<file path="src/rtl/stt_pkg.sv">
// ----------------------------------------------------------------------------
// stt_pkg
// Shared types and codes of the source text tokenizer: character classes,
// token kinds, the queue entry and the token beat.
// ----------------------------------------------------------------------------
package stt_pkg;

    localparam int COUNTER_BITS_DEFAULT = 16;
    localparam int QUEUE_DEPTH          = 4;

    // character classes, set by the front, used by the back
    localparam logic [2:0] CLS_SPACE   = 3'd0;
    localparam logic [2:0] CLS_NEWLINE = 3'd1;
    localparam logic [2:0] CLS_SINGLE  = 3'd2;  // one-char token, kind in entry
    localparam logic [2:0] CLS_HASH    = 3'd3;
    localparam logic [2:0] CLS_LETTER  = 3'd4;
    localparam logic [2:0] CLS_UNDER   = 3'd5;
    localparam logic [2:0] CLS_DIGIT   = 3'd6;
    localparam logic [2:0] CLS_POINT   = 3'd7;

    // token kinds
    localparam logic [3:0] KIND_END      = 4'd0;
    localparam logic [3:0] KIND_NEWLINE  = 4'd1;
    localparam logic [3:0] KIND_LPAREN   = 4'd2;
    localparam logic [3:0] KIND_RPAREN   = 4'd3;
    localparam logic [3:0] KIND_PLUS     = 4'd4;
    localparam logic [3:0] KIND_MINUS    = 4'd5;
    localparam logic [3:0] KIND_STAR     = 4'd6;
    localparam logic [3:0] KIND_SLASH    = 4'd7;
    localparam logic [3:0] KIND_PERCENT  = 4'd8;
    localparam logic [3:0] KIND_SYMBOL   = 4'd9;
    localparam logic [3:0] KIND_FUNCTION = 4'd10;
    localparam logic [3:0] KIND_LET      = 4'd11;
    localparam logic [3:0] KIND_INTEGER  = 4'd12;
    localparam logic [3:0] KIND_FLOAT    = 4'd13;
    localparam logic [3:0] KIND_ILLEGAL  = 4'd14;

    typedef struct packed {
        logic       func;
        logic [7:0] ch;
        logic [2:0] cls;
        logic [3:0] kind;
    } entry_t;

    typedef struct packed {
        logic [3:0]  kind;
        logic [15:0] start_offset;
        logic [15:0] length;
        logic [15:0] column;
        logic [15:0] line;
        logic        last_of_run;
    } tok_t;

endpackage

</file>
<file path="src/rtl/stt_front.sv">
// ----------------------------------------------------------------------------
// stt_front
// Input side: takes character beats and sorts each byte into a class.
// ----------------------------------------------------------------------------
module stt_front
(
    input  logic           in_valid,
    output logic           in_ready,
    input  logic           func,
    input  logic [7:0]     ch,
    output logic           push_valid,
    input  logic           push_ready,
    output stt_pkg::entry_t push_entry
);

    localparam logic [7:0] CH_NEWLINE = 8'h0A;
    localparam logic [7:0] CH_HASH    = 8'h23;
    localparam logic [7:0] CH_POINT   = 8'h2E;
    localparam logic [7:0] CH_UNDER   = 8'h5F;

    logic [7:0] lower;
    logic [2:0] cls;
    logic [3:0] kind;

    assign lower = ch | 8'h20;

    always_comb
    begin
        cls  = stt_pkg::CLS_SINGLE;
        kind = stt_pkg::KIND_ILLEGAL;
        case (ch)
            8'h20, 8'h09, 8'h0D: cls = stt_pkg::CLS_SPACE;
            CH_NEWLINE:          cls = stt_pkg::CLS_NEWLINE;
            CH_HASH:             cls = stt_pkg::CLS_HASH;
            CH_POINT:            cls = stt_pkg::CLS_POINT;
            CH_UNDER:            cls = stt_pkg::CLS_UNDER;
            8'h28:               kind = stt_pkg::KIND_LPAREN;
            8'h29:               kind = stt_pkg::KIND_RPAREN;
            8'h2B:               kind = stt_pkg::KIND_PLUS;
            8'h2D:               kind = stt_pkg::KIND_MINUS;
            8'h2A:               kind = stt_pkg::KIND_STAR;
            8'h2F:               kind = stt_pkg::KIND_SLASH;
            8'h25:               kind = stt_pkg::KIND_PERCENT;
            default:
            begin
                if (ch inside {[8'h30:8'h39]})
                    cls = stt_pkg::CLS_DIGIT;
                else if (lower inside {[8'h61:8'h7A]})
                    cls = stt_pkg::CLS_LETTER;
            end
        endcase
    end

    assign in_ready        = push_ready;
    assign push_valid      = in_valid;
    assign push_entry.func = func;
    assign push_entry.ch   = ch;
    assign push_entry.cls  = cls;
    assign push_entry.kind = kind;

endmodule

</file>
<file path="src/rtl/stt_queue.sv">
// ----------------------------------------------------------------------------
// stt_queue
// Short FIFO of classified characters between front and back.
// ----------------------------------------------------------------------------
module stt_queue
(
    input  logic            clk,
    input  logic            rst_n,
    input  logic            push_valid,
    output logic            push_ready,
    input  stt_pkg::entry_t push_entry,
    output logic            pop_valid,
    input  logic            pop_ready,
    output stt_pkg::entry_t pop_entry
);

    localparam int DEPTH = stt_pkg::QUEUE_DEPTH;
    localparam int PW    = $clog2(DEPTH);
    localparam int CW    = $clog2(DEPTH + 1);

    stt_pkg::entry_t mem_reg [DEPTH];
    logic [PW-1:0]   wr_ptr_reg, rd_ptr_reg;
    logic [CW-1:0]   count_reg;
    logic            do_push, do_pop;

    assign push_ready = (count_reg != CW'(DEPTH));
    assign pop_valid  = (count_reg != '0);
    assign pop_entry  = mem_reg[rd_ptr_reg];
    assign do_push    = push_valid && push_ready;
    assign do_pop     = pop_valid && pop_ready;

    always_ff @(posedge clk)
    begin
        if (do_push)
            mem_reg[wr_ptr_reg] <= push_entry;
    end

    always_ff @(posedge clk or negedge rst_n)
    begin
        if (!rst_n)
        begin
            wr_ptr_reg <= '0;
            rd_ptr_reg <= '0;
            count_reg  <= '0;
        end
        else
        begin
            if (do_push)
                wr_ptr_reg <= (wr_ptr_reg == PW'(DEPTH - 1)) ? '0 : wr_ptr_reg + 1'b1;
            if (do_pop)
                rd_ptr_reg <= (rd_ptr_reg == PW'(DEPTH - 1)) ? '0 : rd_ptr_reg + 1'b1;
            if (do_push && !do_pop)
                count_reg <= count_reg + 1'b1;
            else if (do_pop && !do_push)
                count_reg <= count_reg - 1'b1;
        end
    end

    a_count_bound: assert property (@(posedge clk) disable iff (!rst_n)
        count_reg <= CW'(DEPTH))
        else $error("queue count beyond depth");

endmodule

</file>
<file path="src/rtl/stt_back.sv">
// ----------------------------------------------------------------------------
// stt_back
// Scanner proper: keeps the scan mode and counters, builds up to two
// tokens per character and hands them out through an output register
// with a one-token hold stage.
// ----------------------------------------------------------------------------
module stt_back
#(
    parameter int COUNTER_BITS = stt_pkg::COUNTER_BITS_DEFAULT
)
(
    input  logic            clk,
    input  logic            rst_n,
    input  logic            pop_valid,
    output logic            pop_ready,
    input  stt_pkg::entry_t pop_entry,
    output logic            out_valid,
    input  logic            out_ready,
    output stt_pkg::tok_t   out_tok
);

    localparam int CB = COUNTER_BITS;

    localparam logic [1:0] MODE_IDLE    = 2'd0;
    localparam logic [1:0] MODE_IDENT   = 2'd1;
    localparam logic [1:0] MODE_NUMBER  = 2'd2;
    localparam logic [1:0] MODE_COMMENT = 2'd3;

    function automatic logic [CB-1:0] sat_inc(input logic [CB-1:0] v);
        return (v == {CB{1'b1}}) ? v : v + 1'b1;
    endfunction

    function automatic logic [15:0] to_out(input logic [CB-1:0] v);
        logic [CB+15:0] w;
        w = {16'b0, v};
        return w[15:0];
    endfunction

    function automatic logic [7:0] kw_function_char(input logic [2:0] i);
        case (i)
            3'd0:    return 8'h66;
            3'd1:    return 8'h75;
            3'd2:    return 8'h6E;
            3'd3:    return 8'h63;
            3'd4:    return 8'h74;
            3'd5:    return 8'h69;
            3'd6:    return 8'h6F;
            default: return 8'h6E;
        endcase
    endfunction

    function automatic logic [7:0] kw_let_char(input logic [1:0] i);
        case (i)
            2'd0:    return 8'h6C;
            2'd1:    return 8'h65;
            2'd2:    return 8'h74;
            default: return 8'h00;
        endcase
    endfunction

    logic [1:0]    mode_reg, mode_next;
    logic          point_reg, point_next;
    logic [1:0]    cand_reg, cand_next;
    logic [CB-1:0] start_reg, start_next;
    logic [CB-1:0] scol_reg, scol_next;
    logic [CB-1:0] len_reg, len_next;
    logic [CB-1:0] off_reg, off_next;
    logic [CB-1:0] col_reg, col_next;
    logic [CB-1:0] line_reg, line_next;

    logic          out_valid_reg, hold_valid_reg;
    stt_pkg::tok_t out_tok_reg, hold_tok_reg;

    logic          pop;
    logic          pend, sgl, consumed, adv;
    logic [3:0]    sgl_kind, pend_kind;
    logic          f_ok, l_ok, ident_cont, num_more;
    stt_pkg::tok_t pend_tok, sgl_tok, first_tok, second_tok;
    stt_pkg::entry_t e;

    assign e         = pop_entry;
    assign pop_ready = !hold_valid_reg && (!out_valid_reg || out_ready);
    assign pop       = pop_valid && pop_ready;

    // keyword tracking at the current token position
    assign f_ok = (len_reg < CB'(8)) && (kw_function_char(len_reg[2:0]) == e.ch);
    assign l_ok = (len_reg < CB'(3)) && (kw_let_char(len_reg[1:0]) == e.ch);

    assign ident_cont = (e.cls == stt_pkg::CLS_LETTER) || (e.cls == stt_pkg::CLS_DIGIT) ||
                        (e.cls == stt_pkg::CLS_UNDER);
    assign num_more   = (e.cls == stt_pkg::CLS_DIGIT) || (e.cls == stt_pkg::CLS_UNDER) ||
                        ((e.cls == stt_pkg::CLS_POINT) && !point_reg);

    always_comb
    begin
        if (mode_reg == MODE_IDENT)
        begin
            if (cand_reg[0] && (len_reg == CB'(8)))
                pend_kind = stt_pkg::KIND_FUNCTION;
            else if (cand_reg[1] && (len_reg == CB'(3)))
                pend_kind = stt_pkg::KIND_LET;
            else
                pend_kind = stt_pkg::KIND_SYMBOL;
        end
        else
            pend_kind = point_reg ? stt_pkg::KIND_FLOAT : stt_pkg::KIND_INTEGER;
    end

    always_comb
    begin
        mode_next  = mode_reg;
        point_next = point_reg;
        cand_next  = cand_reg;
        start_next = start_reg;
        scol_next  = scol_reg;
        len_next   = len_reg;
        off_next   = off_reg;
        col_next   = col_reg;
        line_next  = line_reg;
        pend       = 1'b0;
        sgl        = 1'b0;
        sgl_kind   = stt_pkg::KIND_END;
        consumed   = 1'b0;
        adv        = 1'b0;

        if (e.func)
        begin
            pend      = (mode_reg == MODE_IDENT) || (mode_reg == MODE_NUMBER);
            mode_next = MODE_IDLE;
            sgl       = 1'b1;
        end
        else
        begin
            case (mode_reg)
                MODE_IDENT:
                begin
                    if (ident_cont)
                    begin
                        cand_next = cand_reg & {l_ok, f_ok};
                        len_next  = sat_inc(len_reg);
                        adv       = 1'b1;
                        consumed  = 1'b1;
                    end
                    else
                    begin
                        pend      = 1'b1;
                        mode_next = MODE_IDLE;
                    end
                end
                MODE_NUMBER:
                begin
                    if (num_more)
                    begin
                        if (e.cls == stt_pkg::CLS_POINT)
                            point_next = 1'b1;
                        len_next = sat_inc(len_reg);
                        adv      = 1'b1;
                        consumed = 1'b1;
                    end
                    else
                    begin
                        pend      = 1'b1;
                        mode_next = MODE_IDLE;
                    end
                end
                MODE_COMMENT:
                begin
                    if (e.cls != stt_pkg::CLS_NEWLINE)
                    begin
                        adv      = 1'b1;
                        consumed = 1'b1;
                    end
                    else
                        mode_next = MODE_IDLE;
                end
                default: ;
            endcase

            if (!consumed)
            begin
                case (e.cls)
                    stt_pkg::CLS_SPACE: adv = 1'b1;
                    stt_pkg::CLS_NEWLINE:
                    begin
                        sgl       = 1'b1;
                        sgl_kind  = stt_pkg::KIND_NEWLINE;
                        off_next  = sat_inc(off_reg);
                        line_next = sat_inc(line_reg);
                        col_next  = CB'(1);
                    end
                    stt_pkg::CLS_HASH:
                    begin
                        mode_next = MODE_COMMENT;
                        adv       = 1'b1;
                    end
                    stt_pkg::CLS_LETTER, stt_pkg::CLS_UNDER:
                    begin
                        mode_next  = MODE_IDENT;
                        cand_next  = {e.ch == kw_let_char(2'd0), e.ch == kw_function_char(3'd0)};
                        start_next = off_reg;
                        scol_next  = col_reg;
                        len_next   = CB'(1);
                        adv        = 1'b1;
                    end
                    stt_pkg::CLS_DIGIT:
                    begin
                        mode_next  = MODE_NUMBER;
                        point_next = 1'b0;
                        start_next = off_reg;
                        scol_next  = col_reg;
                        len_next   = CB'(1);
                        adv        = 1'b1;
                    end
                    stt_pkg::CLS_POINT:
                    begin
                        sgl      = 1'b1;
                        sgl_kind = stt_pkg::KIND_ILLEGAL;
                        adv      = 1'b1;
                    end
                    default:
                    begin
                        sgl      = 1'b1;
                        sgl_kind = e.kind;
                        adv      = 1'b1;
                    end
                endcase
            end
        end

        if (adv)
        begin
            off_next = sat_inc(off_reg);
            col_next = sat_inc(col_reg);
        end
    end

    always_comb
    begin
        pend_tok.kind         = pend_kind;
        pend_tok.start_offset = to_out(start_reg);
        pend_tok.length       = to_out(len_reg);
        pend_tok.column       = to_out(scol_reg);
        pend_tok.line         = to_out(line_reg);
        pend_tok.last_of_run  = !sgl;

        sgl_tok.kind          = sgl_kind;
        sgl_tok.start_offset  = to_out(off_reg);
        sgl_tok.length        = 16'd1;
        sgl_tok.column        = to_out(col_reg);
        sgl_tok.line          = to_out(line_reg);
        sgl_tok.last_of_run   = 1'b1;

        first_tok  = pend ? pend_tok : sgl_tok;
        second_tok = sgl_tok;
    end

    always_ff @(posedge clk or negedge rst_n)
    begin
        if (!rst_n)
        begin
            mode_reg       <= MODE_IDLE;
            point_reg      <= 1'b0;
            cand_reg       <= 2'b11;
            start_reg      <= '0;
            scol_reg       <= CB'(1);
            len_reg        <= '0;
            off_reg        <= '0;
            col_reg        <= CB'(1);
            line_reg       <= CB'(1);
            out_valid_reg  <= 1'b0;
            hold_valid_reg <= 1'b0;
        end
        else
        begin
            if (pop)
            begin
                mode_reg  <= mode_next;
                point_reg <= point_next;
                cand_reg  <= cand_next;
                start_reg <= start_next;
                scol_reg  <= scol_next;
                len_reg   <= len_next;
                off_reg   <= off_next;
                col_reg   <= col_next;
                line_reg  <= line_next;
            end

            if (hold_valid_reg && (!out_valid_reg || out_ready))
            begin
                out_valid_reg  <= 1'b1;
                hold_valid_reg <= 1'b0;
            end
            else if (pop && (pend || sgl))
            begin
                out_valid_reg  <= 1'b1;
                hold_valid_reg <= pend && sgl;
            end
            else if (out_ready)
                out_valid_reg <= 1'b0;
        end
    end

    always_ff @(posedge clk)
    begin
        if (hold_valid_reg && (!out_valid_reg || out_ready))
            out_tok_reg <= hold_tok_reg;
        else if (pop && (pend || sgl))
        begin
            out_tok_reg  <= first_tok;
            hold_tok_reg <= second_tok;
        end
    end

    assign out_valid = out_valid_reg;
    assign out_tok   = out_tok_reg;

    a_hold_behind_out: assert property (@(posedge clk) disable iff (!rst_n)
        hold_valid_reg |-> out_valid_reg)
        else $error("hold stage full while output register empty");

    a_hold_is_last: assert property (@(posedge clk) disable iff (!rst_n)
        hold_valid_reg |-> hold_tok_reg.last_of_run)
        else $error("held token not last of its run");

    a_first_has_second: assert property (@(posedge clk) disable iff (!rst_n)
        (out_valid_reg && !out_tok_reg.last_of_run) |-> hold_valid_reg)
        else $error("non-final token without a follower");

    a_end_len_one: assert property (@(posedge clk) disable iff (!rst_n)
        (out_valid_reg && (out_tok_reg.kind == stt_pkg::KIND_END)) |->
        (out_tok_reg.length == 16'd1) && out_tok_reg.last_of_run)
        else $error("malformed end token");

endmodule

</file>
<file path="src/rtl/source_text_tokenizer_top.sv">
// ----------------------------------------------------------------------------
// source_text_tokenizer_top
// Streaming lexical scanner: one character beat in, token beats out.
// ----------------------------------------------------------------------------
// Each input beat carries one character (func = 0) or an end-of-text mark
// (func = 1). Tokens come out as soon as they are known: a pending
// identifier or number goes out when the character that ends it arrives,
// ahead of any token of that character, so one input beat yields zero, one
// or two token beats; last_of_run marks the final one of each beat. The
// scanner takes one character per cycle unless the output stalls; a beat
// with two tokens parks the second in the hold stage, and no character is
// taken until the hold stage has drained. A four-entry queue of
// classified characters between the input classifier and the scanner lets
// the input keep flowing while the output side stalls. Offset, column,
// line and token length saturate at 2^COUNTER_BITS - 1; the output fields
// carry their low 16 bits. Nothing is cleared after reset beyond the
// flip-flops themselves, so the block takes beats from the first cycle.
// ----------------------------------------------------------------------------
module source_text_tokenizer_top
#(
    parameter int COUNTER_BITS = stt_pkg::COUNTER_BITS_DEFAULT
)
(
    input  logic        clk,
    input  logic        rst_n,
    input  logic        in_valid,
    output logic        in_ready,
    input  logic        func,
    input  logic [7:0]  ch,
    output logic        out_valid,
    input  logic        out_ready,
    output logic [3:0]  kind,
    output logic [15:0] start_offset,
    output logic [15:0] length,
    output logic [15:0] column,
    output logic [15:0] line,
    output logic        last_of_run
);

    logic            push_valid, push_ready;
    stt_pkg::entry_t push_entry;
    logic            pop_valid, pop_ready;
    stt_pkg::entry_t pop_entry;
    stt_pkg::tok_t   tok;

    // classify bytes as they arrive
    stt_front u_front
    (
        .in_valid   (in_valid),
        .in_ready   (in_ready),
        .func       (func),
        .ch         (ch),
        .push_valid (push_valid),
        .push_ready (push_ready),
        .push_entry (push_entry)
    );

    // decouples input from scanner/output stalls
    stt_queue u_queue
    (
        .clk        (clk),
        .rst_n      (rst_n),
        .push_valid (push_valid),
        .push_ready (push_ready),
        .push_entry (push_entry),
        .pop_valid  (pop_valid),
        .pop_ready  (pop_ready),
        .pop_entry  (pop_entry)
    );

    // scan state, token build and output beat
    stt_back #(.COUNTER_BITS(COUNTER_BITS)) u_back
    (
        .clk       (clk),
        .rst_n     (rst_n),
        .pop_valid (pop_valid),
        .pop_ready (pop_ready),
        .pop_entry (pop_entry),
        .out_valid (out_valid),
        .out_ready (out_ready),
        .out_tok   (tok)
    );

    assign kind         = tok.kind;
    assign start_offset = tok.start_offset;
    assign length       = tok.length;
    assign column       = tok.column;
    assign line         = tok.line;
    assign last_of_run  = tok.last_of_run;

endmodule
</file>
<file path="config.mk">
export PLATFORM = sky130hd
export DESIGN_NAME = source_text_tokenizer_top
export DESIGN_NICKNAME = d
export VERILOG_FILES = /design/src/rtl/stt_pkg.sv /design/src/rtl/stt_front.sv /design/src/rtl/stt_queue.sv /design/src/rtl/stt_back.sv /design/src/rtl/source_text_tokenizer_top.sv
export SDC_FILE = /design/constraint.sdc
export NUM_CORES = 1
export LEC_CHECK = 0
export BUFFER_PORTS_ARGS = -buffer_cell sky130_fd_sc_hd__buf_2
export CAP_MARGIN = 5
export CORE_MARGIN = 5
export CORE_UTILIZATION = 55
export DETAILED_ROUTE_END_ITERATION = 8
export PLACE_DENSITY = 0.77
export SLEW_MARGIN = 20
export SYNTH_ARGS = -nofsm -noshare
export SYNTH_HDL_FRONTEND = slang
export SYNTH_SLANG_ARGS = --single-unit
</file>
<file path="constraint.sdc">
create_clock -name clk -period 4.24 [get_ports clk]
set_clock_uncertainty 0.15 [all_clocks]
set_input_delay 0.848 -clock clk [delete_from_list [all_inputs] [get_ports clk]]
set_output_delay 0.848 -clock clk [all_outputs]
set_load 0.05 [all_outputs]
</file>
==> flow_summary.toml, run 1 <==
[grt]
grt_max_degree = 78
antenna_found_initial = 0
grt_overflow = 0
grt_pass1_vias = 8723
track_usage = 0.205
grt_pass1_wl_um = 44700

[clock_network]
cts.sinks = 295
root_buffer = "clkbuf_16"
cts.clk_slew.worst_paths_ns = 0.06
postCtsSetupBuffers = 0
cts_resized = 0
clk_path_buf_depth = 3
hold_buffers = 0
clock_latency_ns = 0.55
tritoncts = "done"
htreeDepth = 1
cts_made_buffers = 30

[logic_synthesis]
synth_seq_cells = 295
synthFlopType = "edfxtp_1"
yosysWarnings = 0
synth_compound_area_frac = 0.0819
yosys.area_share.simple = 0.153
syn_avg_cell_area_sq_um = 12.2
synth-xor-area-share = 0.0331
yosysUniqueCellTypes = 76
synth_adder_area_share = 0.0195
synth-seq-area-share = 0.629
synthMuxAreaShare = 0.0601
netlist_area_sq_mm = 0.0132
async_reset_ff_frac = 0.373
syn_nets = 1118
syn_inst = 1085
synth_top_family_by_area = "simple AND/OR/NAND/NOR gates"
synth_edf_count = 185

[sta]
tightest_slew_ns = 0.842
clock.fmax_ghz = 0.273
grt_setup_unrepaired = "no"
slew_headroom = 0.438
tns_ns = 0
hold_ws_ns = 0.183
post-route-min-period_ns = 3.66
hold_violations = 0
layout_worst_path_cycle_share = 0.863
drv_slew = 0
setup_viol = 0

[layout]
drive_above_1_share = 0.187
area_delta_synth_final_pct = 14.0
largest_reg_flops = 69
multi_input_area_sq_mm = 0.00461
layout_common_cells = "nand2_1 (186), edfxtp_1 (185), dfrtp_1 (105)"
ff_latch_area_sq_mm = 0.00831
nets = 1200
fillers = 1784
n_antenna_cell = 0
stdcell_area_sq_mm = 0.0151
utilization = 0.640
final_common_cell = "nand2_1"

[worst_setup_path]
crit_chain = "buf_4, mux4_2, and2_1, o221a_2, o22ai_1, nand2b_1, o21ai_0, nand2_4, buf_12"
path_class = "register to register"
cpMaxStageDelayCell = "mux4_2"
arrival_ns = 3.79
start_kind = "register"
crit_buf_inv = 2
critical-path-top-delay-family = "compound AO/OA/AOI/OAI gates"
critPathMaxStageDelay_ns = 0.67
crit_required_ns = 4.37
end_kind = "register"
cp_max_fo = 46

[hold_path]
hp-class = "primary input to asynchronous set/reset pin"

[power_and_ir_drop]
p_per_area_mw_per_mm2 = 802
vdd_drop_max_uv = 493
p_leak_nw = 6.08

[detailed_routing]
avgViaCountPerCell = 5.74
drt-total-wl_um = 27300
drtAntennaViolNets = 0
wl_per_cell_um = 18.1
dr.pass1.iters = 5
drt_iter0_drc = 748
vias = 8666
drc = 0

[die]
design.portCount = 84
core_sq_mm = 0.0235
initial_core_util = 0.562
die_y_um = 165
die_w_um = 165
std_cell_rows = 56
die-area_sq_mm = 0.0272

[outcome]
status = "finished, final reports clean"

[placed_design]
port_buffers = 83
dp_hpwl_um = 17600
place_area_sq_mm = 0.0140
place.gp.congestion = 0.882

[run]
cap_viol_max_count = 0
-- per-layer routing --
metal	global-route usage	up-vias	wire length [um]
li1	-	4148	-
met1	0.281	4245	11900
met3	0.0308	45	1580
met4	0.0586	0	673
met5	0	-	0
met2	0.342	228	13200
-- cell families (layout without fill, tap and decap cells) --
logic type,after synthesis,after routing
DFF,295,295
and+or+nand+nor,429,429
xor gates and xnor gates,50,50
muxes,55,55
adders and majority gates,20,20
buffers and inverters,75,181
AOI/OAI and AO/OA,161,161
-- area by class of cell --
type | instances | area share
clock buffer | 39 | 0.0541
clock inverter | 17 | 0.0169
inverter | 24 | 0.00598
multi-input combinational | 715 | 0.306
sequential | 295 | 0.552
tap | 319 | 0.0265
timing repair buffer | 101 | 0.0386
-- Yosys cell counts (all sizes together), types with 2 or more instances --
master  count  area [sq um]
buf        13          77.6
o2111a      2          22.5
o211ai      6          45.0
mux4       16           360
a31oi      37           246
nor3b       2          15.0
nand4      14           103
and3       30           188
dfrtp     105          2630
mux2       35           394
nor4       11          83.8
dfstp       5           131
nand3b      2          15.0
ha         19           238
nor3       20           110
xnor2      24           210
mux2i       4          40.0
xor2       26           228
o21ai      40           200
a41oi       5          43.8
a21oi      28           144
o41ai       3          26.3
nand2b      8          50.1
nand3      26           130
nand2     188           708
a311oi      2          35.0
and2        8          50.1
edfxtp    185          5560
a21o        4          30.0
or3         3          18.8
o21bai      2          15.0
nor2b       5          31.3
a32o        5          50.1
clkbuf     38           145
and4        8          72.6
o22ai       3          18.8
inv        24          90.1
nor2       93           352
o31ai       7          52.6
or4         4          33.8
nor4b       3          26.3
a22oi       2          15.0
-- path summary, 6_finish.rpt --
path                                                    from                               end  slack (ns)  depth (start not counted)
setup reg to reg           u_queue.rd_ptr_reg[0]$_DFFE_PN0P_      u_back.out_tok[56]$_DFFE_PP_        0.58                          9
hold / removal                                         rst_n   u_back.start_reg[4]$_DFFE_PN0P_        0.18                          1
setup / recovery           u_queue.rd_ptr_reg[0]$_DFFE_PN0P_      u_back.out_tok[56]$_DFFE_PP_        0.58                          9
hold reg to reg             u_queue.count_reg[2]$_DFFE_PN0P_  u_queue.count_reg[2]$_DFFE_PN0P_        0.35                          1
min in group clk            u_queue.count_reg[2]$_DFFE_PN0P_  u_queue.count_reg[2]$_DFFE_PN0P_        0.35                          1
max in group asynchronous                              rst_n    u_back.line_reg[0]$_DFFE_PN1P_        2.88                          2
-- power breakdown --
part	internal, W	switching (W)
registers	0.00431	0.000421
logic	0.00124	0.00330
clock network	0.00172	0.00108
total	0.00728	0.00480
-- per-stage QoR --
stage | worst slack [ns] | cells | total power [W]
final | 0.580 | 1510 | 0.0121
after detailed placement | 0.582 | 1454 | 0.00933
after floorplan | 0.461 | 1085 | 0.00808
after CTS | 0.574 | 1510 | 0.0122
after global placement | 0.689 | 1454 | 0.00920
after global routing | 0.326 | 1510 | 0.0127
Power figures use the tool's default switching activity.
==> run 2: changes to the inputs <==
--- a/config.mk
+++ b/config.mk
@@ -8,9 +8,9 @@
 export BUFFER_PORTS_ARGS = -buffer_cell sky130_fd_sc_hd__buf_2
 export CAP_MARGIN = 5
 export CORE_MARGIN = 5
-export CORE_UTILIZATION = 55
+export CORE_UTILIZATION = 45
 export DETAILED_ROUTE_END_ITERATION = 8
-export PLACE_DENSITY = 0.77
+export PLACE_DENSITY = 0.65
 export SLEW_MARGIN = 20
 export SYNTH_ARGS = -nofsm -noshare
 export SYNTH_HDL_FRONTEND = slang
==> flow_summary.toml, run 2 (synthesis gave the netlist of run 1 again) <==
[sta]
tightest_slew_ns = 0.833
drv_slew = 0
grt_setup_unrepaired = "no"
layout_worst_path_cycle_share = 0.850
slew_headroom = 0.445
tns_ns = 0
setup_viol = 0
clock.fmax_ghz = 0.277
hold_violations = 0
hold_ws_ns = 0.197
post-route-min-period_ns = 3.61

[die]
die-area_sq_mm = 0.0329
design.portCount = 84
die_y_um = 181
initial_core_util = 0.458
core_sq_mm = 0.0289
die_w_um = 181
std_cell_rows = 62

[hold_path]
hp-class = "primary input to asynchronous set/reset pin"

[grt]
grt_overflow = 0
antenna_found_initial = 0
track_usage = 0.164
grt_pass1_vias = 8425
grt_pass1_wl_um = 45000
grt_max_degree = 111

[clock_network]
clk_path_buf_depth = 3
tritoncts = "done"
cts_resized = 0
postCtsSetupBuffers = 0
root_buffer = "clkbuf_16"
hold_buffers = 0
cts.clk_slew.worst_paths_ns = 0.06
clock_latency_ns = 0.55
cts.sinks = 295
htreeDepth = 1
cts_made_buffers = 31

[layout]
largest_reg_flops = 69
utilization = 0.526
final_common_cell = "nand2_1"
n_antenna_cell = 0
multi_input_area_sq_mm = 0.00461
drive_above_1_share = 0.194
fillers = 2472
ff_latch_area_sq_mm = 0.00831
area_delta_synth_final_pct = 14.9
layout_common_cells = "nand2_1 (186), edfxtp_1 (185), dfrtp_1 (105)"
nets = 1203
stdcell_area_sq_mm = 0.0152

[run]
cap_viol_max_count = 0

[power_and_ir_drop]
p_comb_frac = 0.375
vdd_drop_max_uv = 520
p_int_w = 0.00729
clkPwrFrac = 0.234
power_frac_seq = 0.392
p_leak_nw = 6.12
switching_share = 0.397
p_per_area_mw_per_mm2 = 796
p_sw_w = 0.00480

[placed_design]
place_area_sq_mm = 0.0141
place.gp.congestion = 0.887
dp_hpwl_um = 17500
port_buffers = 83

[detailed_routing]
avgViaCountPerCell = 5.47
drtAntennaViolNets = 0
wl_per_cell_um = 17.0
drt-total-wl_um = 26900
drt_iter0_drc = 766
vias = 8634
drc = 0
dr.pass1.iters = 5

[worst_setup_path]
cp_max_fo = 20
start_kind = "register"
crit_required_ns = 4.52
arrival_ns = 3.89
end_kind = "register"
path_class = "register to register"

[outcome]
status = "finished, final reports clean"
-- run 2: cell count changes in the layout (fill, tap and decap cells not counted), moves of 2 or more --
cell	previous run	this run
buf_4	16	18
clkbuf_1	7	2
clkbuf_8	1	3
clkinv_2	2	8
inv_6	0	2
-- run 2: cell type report --
| type | instances | share of cell area |
|---|---|---|
| timing repair buffer | 103 | 0.0399 |
| clock inverter | 21 | 0.0157 |
| multi-input combinational | 715 | 0.304 |
| tap | 384 | 0.0316 |
| clock buffer | 37 | 0.0559 |
| inverter | 24 | 0.00593 |
| sequential | 295 | 0.547 |
-- run 2: path summary, 6_finish.rpt --
kind	end	from	cells past startpoint	slack, ns
hold / removal	u_back.start_reg[0]$_DFFE_PN0P_	rst_n	2	0.20
setup / recovery	u_back.line_reg[13]$_DFFE_PN0P_	u_queue.rd_ptr_reg[0]$_DFFE_PN0P_	8	0.63
setup reg to reg	u_back.line_reg[13]$_DFFE_PN0P_	u_queue.rd_ptr_reg[0]$_DFFE_PN0P_	8	0.63
hold reg to reg	u_back.start_reg[14]$_DFFE_PN0P_	u_back.start_reg[14]$_DFFE_PN0P_	1	0.35
max in group asynchronous	u_back.len_reg[6]$_DFFE_PN0P_	rst_n	2	3.22
min in group clk	u_back.start_reg[14]$_DFFE_PN0P_	u_back.start_reg[14]$_DFFE_PN0P_	1	0.35
-- run 2: worst max-delay path: stages, from the launching register on --
cell	delay (ns)
dfrtp_1	0.64
buf_4	0.24
mux4_2	0.61
or4_4	0.75
a311oi_4	0.46
nand4_4	0.18
nor3_2	0.22
nand2_1	0.11
xnor2_1	0.13
-- run 2: per-layer routing --
metal	GRT usage	routed length, um	part of all wire	vias up
li1	-	-	-	4155
met1	0.236	12400	0.46	4198
met2	0.264	12400	0.46	232
met3	0.0246	1410	0.053	49
met4	0.0411	666	0.025	0
met5	0	0	0	-
-- run 2: metrics by stage --
stage	setup WS, ns	power [W]	std cells
2_1_floorplan	0.461	0.00808	1085
3_3_place_gp	0.698	0.00929	1521
3_5_place_dp	0.617	0.00936	1521
4_1_cts	0.592	0.0122	1579
5_1_grt	0.413	0.0127	1579
6_report	0.634	0.0121	1579
-- run 2: power by group through the flow --
| stage | Sequential, W | Combinational [W] | Clock, W |
|---|---|---|---|
| 2_1_floorplan | 0.00589 | 0.00219 | 0 |
| 3_3_place_gp | 0.00478 | 0.00451 | 0 |
| 3_5_place_dp | 0.00479 | 0.00457 | 0 |
| 4_1_cts | 0.00475 | 0.00459 | 0.00288 |
| 5_1_grt | 0.00484 | 0.00488 | 0.00302 |
| 6_report | 0.00474 | 0.00453 | 0.00283 |
